[config.mk]
export PLATFORM = sky130hd
export DESIGN_NAME = asac_isqrt
export DESIGN_NICKNAME = d
export VERILOG_FILES = /design/src/design/asac_pkg.sv /design/src/design/asac_isqrt.sv
export SDC_FILE = /design/constraint.sdc
export NUM_CORES = 2
export LEC_CHECK = 0
export BUFFER_PORTS_ARGS = -buffer_cell sky130_fd_sc_hd__buf_4
export CORE_ASPECT_RATIO = 0.7
export CORE_MARGIN = 5
export CORE_UTILIZATION = 60
export DETAILED_ROUTE_END_ITERATION = 7
export GPL_TIMING_DRIVEN = 0
export PLACE_DENSITY_LB_ADDON = 0.25
export SYNTH_ARGS = -nofsm -noshare
export SYNTH_HDL_FRONTEND = slang
export SYNTH_SLANG_ARGS = --single-unit
[constraint.sdc]
create_clock -name clk -period 4.3 [get_ports clk]
set_input_delay 0.645 -clock clk [delete_from_list [all_inputs] [get_ports clk]]
set_output_delay 0.645 -clock clk [all_outputs]
set_load 0.01 [all_outputs]
[src/design/asac_pkg.sv]
// Shared types and constants for the arcsine/arccosine to binary angle block.
// Used by asac_isqrt, asac_series and the top level; no dependencies.
package asac_pkg;

    localparam int unsigned RadWidth = 58;
    localparam int unsigned RootWidth = 29;
    localparam int unsigned SqStages = 29;
    localparam int unsigned XWidth = 29;
    localparam int unsigned PWidth = 31;
    localparam int unsigned Frac = 28;

    localparam logic [PWidth-1:0] OneQ28 = PWidth'(64'd268435456);
    localparam logic [PWidth-1:0] CoefC3 = PWidth'(64'd44739243);
    localparam logic [PWidth-1:0] CoefC5 = PWidth'(64'd20132659);
    localparam logic [PWidth-1:0] CoefC7 = PWidth'(64'd11983726);
    localparam logic [PWidth-1:0] CoefC9 = PWidth'(64'd8155591);
    localparam logic [63:0] ToAngleK = 64'd683565276;
    localparam logic [63:0] QuarterScaled = 64'd1 << 58;
    localparam logic [15:0] QuarterTurn = 16'h4000;
    localparam logic signed [15:0] UnitPos = 16'sd16384;
    localparam logic signed [15:0] UnitNeg = -16'sd16384;

    typedef enum logic
    {
        OP_ASIN = 1'b0,
        OP_ACOS = 1'b1
    } op_t;

    typedef struct packed
    {
        logic        neg;
        op_t         op;
        logic        refl;
        logic [14:0] mag;
    } side_t;

endpackage

[src/design/asac_isqrt.sv]
// Pipelined integer square root, one result bit per register stage.
// Depends on asac_pkg for widths and the side-band struct.
module asac_isqrt import asac_pkg::*;
(
    input  logic                 clk,
    input  logic                 rst_n,
    input  logic                 en,
    input  logic                 in_vld,
    input  logic [RadWidth-1:0]  radicand,
    input  side_t                side_in,
    output logic                 out_vld,
    output logic [RootWidth-1:0] root,
    output side_t                side_out
);

    localparam int unsigned SqTop = 2 * (SqStages - 1);

    logic  [RadWidth-1:0] rem_reg  [SqStages];
    logic  [RadWidth-1:0] res_reg  [SqStages];
    side_t                side_reg [SqStages];
    logic                 vld_reg  [SqStages];

    genvar i;
    generate
        for (i = 0; i < SqStages; i++)
        begin : g_stage
            localparam logic [RadWidth-1:0] BitV = RadWidth'(1) << (SqTop - 2 * i);
            logic  [RadWidth-1:0] rem_prev;
            logic  [RadWidth-1:0] res_prev;
            logic  [RadWidth-1:0] trial;
            logic  [RadWidth-1:0] rem_next;
            logic  [RadWidth-1:0] res_next;
            side_t                side_prev;
            logic                 vld_prev;

            if (i == 0)
            begin : g_first
                assign rem_prev  = radicand;
                assign res_prev  = '0;
                assign side_prev = side_in;
                assign vld_prev  = in_vld;
            end
            else
            begin : g_rest
                assign rem_prev  = rem_reg[i-1];
                assign res_prev  = res_reg[i-1];
                assign side_prev = side_reg[i-1];
                assign vld_prev  = vld_reg[i-1];
            end

            always_comb
            begin
                trial = res_prev + BitV;
                if (rem_prev >= trial)
                begin
                    rem_next = rem_prev - trial;
                    res_next = (res_prev >> 1) + BitV;
                end
                else
                begin
                    rem_next = rem_prev;
                    res_next = res_prev >> 1;
                end
            end

            always_ff @(posedge clk or negedge rst_n)
            begin
                if (!rst_n)
                begin
                    vld_reg[i] <= 1'b0;
                end
                else if (en)
                begin
                    vld_reg[i] <= vld_prev;
                end
            end

            always_ff @(posedge clk)
            begin
                if (en)
                begin
                    rem_reg[i]  <= rem_next;
                    res_reg[i]  <= res_next;
                    side_reg[i] <= side_prev;
                end
            end
        end
    endgenerate

    assign out_vld  = vld_reg[SqStages-1];
    assign root     = res_reg[SqStages-1][RootWidth-1:0];
    assign side_out = side_reg[SqStages-1];

endmodule

### Yosys cells after proc, flatten, opt, wreduce, memory -nomap -nowiden

Memory sizes are Yosys's and may differ from the RTL's.
Index checks and enable logic that the tools add are counted.

* register bits after elaboration: 29
* latch bits: 0
* bits in writable memories: 3886
* bits in read-only memories: 0
* bits of input ports: 80
* memories kept: 3

* add/sub/neg operators: 85
* multiply operators: 0
* div/mod/pow operators: 0
* $lt $le $gt $ge: 29
* equal/unequal tests: 0
* shift-type cells: 0
* muxes and demuxes: 60
* bitwise logic cells: 0
* reductions and logical operators: 0

Memory list
* rem_reg: depth 29, width 58, rd ports 28, clocked after Yosys merged registers in 0, write ports 29, line asac_isqrt.sv:18 `logic [RadWidth-1:0] rem_reg [SqStages];`
* res_reg: depth 29, width 58, rd ports 29, clocked after Yosys merged registers in 0, write ports 29, line asac_isqrt.sv:19 `logic [RadWidth-1:0] res_reg [SqStages];`
* side_reg: depth 29, width 18, rd ports 29, clocked after Yosys merged registers in 0, write ports 29, line asac_isqrt.sv:20 `side_t side_reg [SqStages];`

Operators by type and width (count)
* $mux 58: 57
* $ge 58x58->1: 28
* $sub 58x58->58: 28
* $add 57x1->58 const B: 1
* $add 57x11->58 const B: 1
* $add 57x13->58 const B: 1
* $add 57x15->58 const B: 1
* $add 57x17->58 const B: 1
* $add 57x19->58 const B: 1
* $add 57x21->58 const B: 1
* $add 57x23->58 const B: 1
* $add 57x25->58 const B: 1
* $add 57x27->58 const B: 1
* $add 57x29->58 const B: 1
* $add 57x3->58 const B: 1
* $add 57x31->58 const B: 1
* $add 57x33->58 const B: 1
* $add 57x35->58 const B: 1
* $add 57x37->58 const B: 1
* $add 57x39->58 const B: 1
* $add 57x41->58 const B: 1
* $add 57x43->58 const B: 1
* $add 57x45->58 const B: 1
* $add 57x47->58 const B: 1
* other kinds (39): 40

### Longest topological paths before layout

An unclocked memory read counts as a cell.

* depth after elaboration: 4
* depth in mapped cells: 15

### Worst setup path before layout

No wires, ideal clock.

* path kind: register to register
* start point: memory rem_reg[26][25]
* end point: memory rem_reg[27][53], data pin
* library setup time: 0.258 ns
* data arrival time: 3.212 ns
* setup slack: 0.831 ns
* stages on the path, launching flop included: 12
* buffers on the path: 1
* period minus slack after synthesis: 3.469 ns
* cells stage by stage: edfxtp_1 > ha_1 > clkbuf_1 > nand3_1 > nor4_1 > nand3_1 > o21ai_1 > a41oi_1 > nor3_1 > nand4b_1 > or4b_1 > xnor2_1

RTL lines (line)
* start, declared: asac_isqrt.sv:18

==> run metrics <==
cts bufs inserted 240; Layout Skew 0.0981 ns; nets 9,206; Max clock buf depth 4; Clk network pwr share 31.0%; failing checks negative setup slack; Initial Utilization 60.5%; Hold Fails Final Rpt 0; Worst Hold Class in2async; chip width 531 microns; Synth Flop Type edfxtp_1; Setup Crit Path Kind reg2reg; cell mode on critical path or4_1; GR peak layer met1; share of power burned in registers 50.3%; core area 188,000 sq um; pin count of the biggest net entering global routing 208; Yosys warning total 0; WL final 263,000 microns; Worst Slack Setup Final -0.0436 ns; Pleak 0.0474 uW; I/O pins 128; GRT Total Usage 26.0%; max_slew headroom 11.3%; grt met1 use 43.6%; DR vias/cell 6.02; Die Y 375 microns; Cell Rows 133; Slowest-stage cell, CP or4_1; Pre-antenna DRT Iters 8; Post-DP HPWL 189,000 microns; number of max-cap violations 0; CTS Root Cell clkbuf_16; Remaining DRCs 0; met3 Use GR 7.51%; final antenna-violating net count 0; cells after synthesis 8,195; Slew Limit Fails 0; EDFF count, synth 2,581; Design Power 67,500 uW; Comb pwr share 18.7%; syn nets 8,735; fmax 230 MHz; ys async rst share 1.11%; CTS tree built; maximum resistive drop on vdd 484 uV; period utilization 101%; Reg2Reg Depth 12; vias in the first global route 64,700; commonest non-fill, non-tap cells in the layout edfxtp_1, inv_1, nor2_1; final setup vio count 1; Power Density 530 nW/um^2; CP Cell Sequence or4_1 -> nor2_1 -> nand2_2 -> or4_1 -> or3_1 -> a31oi_1 -> and3_1 -> inv_2 -> nand4b_1 -> buf_4 -> nor4_1 -> xor2_1; Bufs and invs on worst path 2; P_sw 19,100 uW; met2 global-route usage 33.3%; CTS clk-pin slew, worst paths 0.07 ns; final core occ 67.7%; Fill cells 13,000; layout cells sized above 1 8.44%; grt ovf 0; wire length per cell 23.1 microns; die area 199,000 sq um; GPL Wtd Cong 0.974; top cell family by delay on the critical path simple AND/OR/NAND/NOR gates; minimum clock period after layout 4.34 ns; Crit Path Max Fanout 10; share of the yosys chip area belonging to registers 68.6%; clock latency on the worst-skew pair 0.96 ns; initial antenna violation count 13; max FFs per register 1,624; Internal 48,500 uW; Placed Cells 10,800; Worst path max stage delay 0.57 ns; crit start category register; worst hold slack 0.193 ns; Worst setup EP type register; Sink Count 2,610; synthesized area per cell 13.9 sq um; post-route insts no fill 11,400; Slew @ Worst Pin 1.33 ns; global-route wire length before repair 395,000 microns; most common cell after layout, fill and taps aside edfxtp_1; Switching Share 28.3%; Initial DRC Count 8,582; Area growth syn-to-layout 11.9%; number of buffers added on ports 127; Post-Syn Area 114,000 sq um; flops & latches, synth 2,610; library cells used by synthesis 89; Vias 68,400; H-tree levels 4; CP Data Required Time 4.88 ns; status finished with violations; CP arrival 4.93 ns; Stages on worst setup path 12
## kinds of logic after synthesis
kind of cell	after synthesis	share of synthesized area, %
muxes	108	1.06
and+or+nand+nor	2230	10.1
adders and majority gates	460	5.05
buffers and inverters	687	2.28
xor gates and xnor gates	718	5.52
DFF	2610	68.6
AOI/OAI and AO/OA	1382	7.41
## Yosys cell counts (all sizes together) (13+ instances only)
cell	n	share of area (%)
nor2b	89	0.49
buf	25	0.098
or3	81	0.44
nor2	520	1.7
and3	38	0.21
a21oi	476	2.1
nor4	275	1.5
clkbuf	113	0.37
o21bai	37	0.24
nand2b	102	0.56
a211oi	27	0.18
a21o	183	1.2
nor4b	31	0.25
nand2	485	1.6
mux2	101	1.0
a21boi	14	0.092
nand4	116	0.64
nand3b	22	0.14
edfxtp	2581	68
or2	20	0.11
o41ai	13	0.11
xor2	352	2.7
a31oi	39	0.21
o21a	74	0.49
o21ai	349	1.5
nor3b	16	0.11
o211ai	26	0.18
nand4b	29	0.22
and2	21	0.12
o31ai	36	0.24
dfrtp	29	0.64
ha	460	5.0
inv	547	1.8
nand3	125	0.55
xnor2	366	2.8
a2111oi	13	0.10
or4	50	0.34
nor3	177	0.78
## what timing repair did
action / 4_1_cts / 5_1_grt
endpoints found under the setup margin: 341 / 337
pin swaps: 4 / 13
setup buffers: 3 / 13
hold buffers: 79 / 0
hold endpoints to repair: 107 / 0
gates resized for setup: 62 / 92
## layout make-up
class	instances	area (sq um)	area share, %
antenna	4	10.0	0.00785
buffer	129	583	0.457
clock buffer	283	6260	4.91
clock inverter	145	1320	1.04
inverter	549	2070	1.62
multi-input combinational	4898	33600	26.4
sequential	2610	78200	61.3
tap	2497	3120	2.45
timing repair buffer	238	2330	1.82
## stage by stage
step / setup slack (ns) / area (sq um) / TNS (ns)
final: -0.0436 / 128000 / -0.0436
after global routing: -0.0611 / 128000 / -0.227
after CTS: 0.00792 / 127000 / 0
after detailed placement: -1.05 / 119000 / -193.87
after global placement: -19.50 / 118000 / -
after floorplan: 0.831 / 114000 / 0
## power groups by stage
stage | combinational, uW | clock [uW] | sequential (uW)
after floorplan | 8540 | 0 | 33500
after global placement | 11600 | 0 | 35400
after detailed placement | 11900 | 0 | 34400
after CTS | 12100 | 21300 | 33900
after global routing | 13700 | 22500 | 34300
final | 12600 | 20900 | 34000
## path summary, 6_finish.rpt
kind / start / to / slack [ns]
worst min-delay path: rst_n / g_stage[22].vld_prev$_DFFE_PN0P_ / 0.19
worst min register to register: side_reg[19][11]$_DFFE_PP_ / side_reg[20][11]$_DFFE_PP_ / 0.40
worst max register to register: rem_reg[16][47]$_DFFE_PP_ / rem_reg[17][51]$_DFFE_PP_ / -0.04
worst max-delay path: rem_reg[16][47]$_DFFE_PP_ / rem_reg[17][51]$_DFFE_PP_ / -0.04
max in group asynchronous: rst_n / g_stage[24].vld_prev$_DFFE_PN0P_ / 3.84
min in group clk: en / side_reg[2][17]$_DFFE_PP_ / 0.24
## metal layers
metal	wire length (microns)	vias to the layer above
li1	-	31700
met1	127000	33500
met2	101000	2816
met3	29800	344
met4	5320	6
met5	159	-
(Power assumes the default switching activity.)
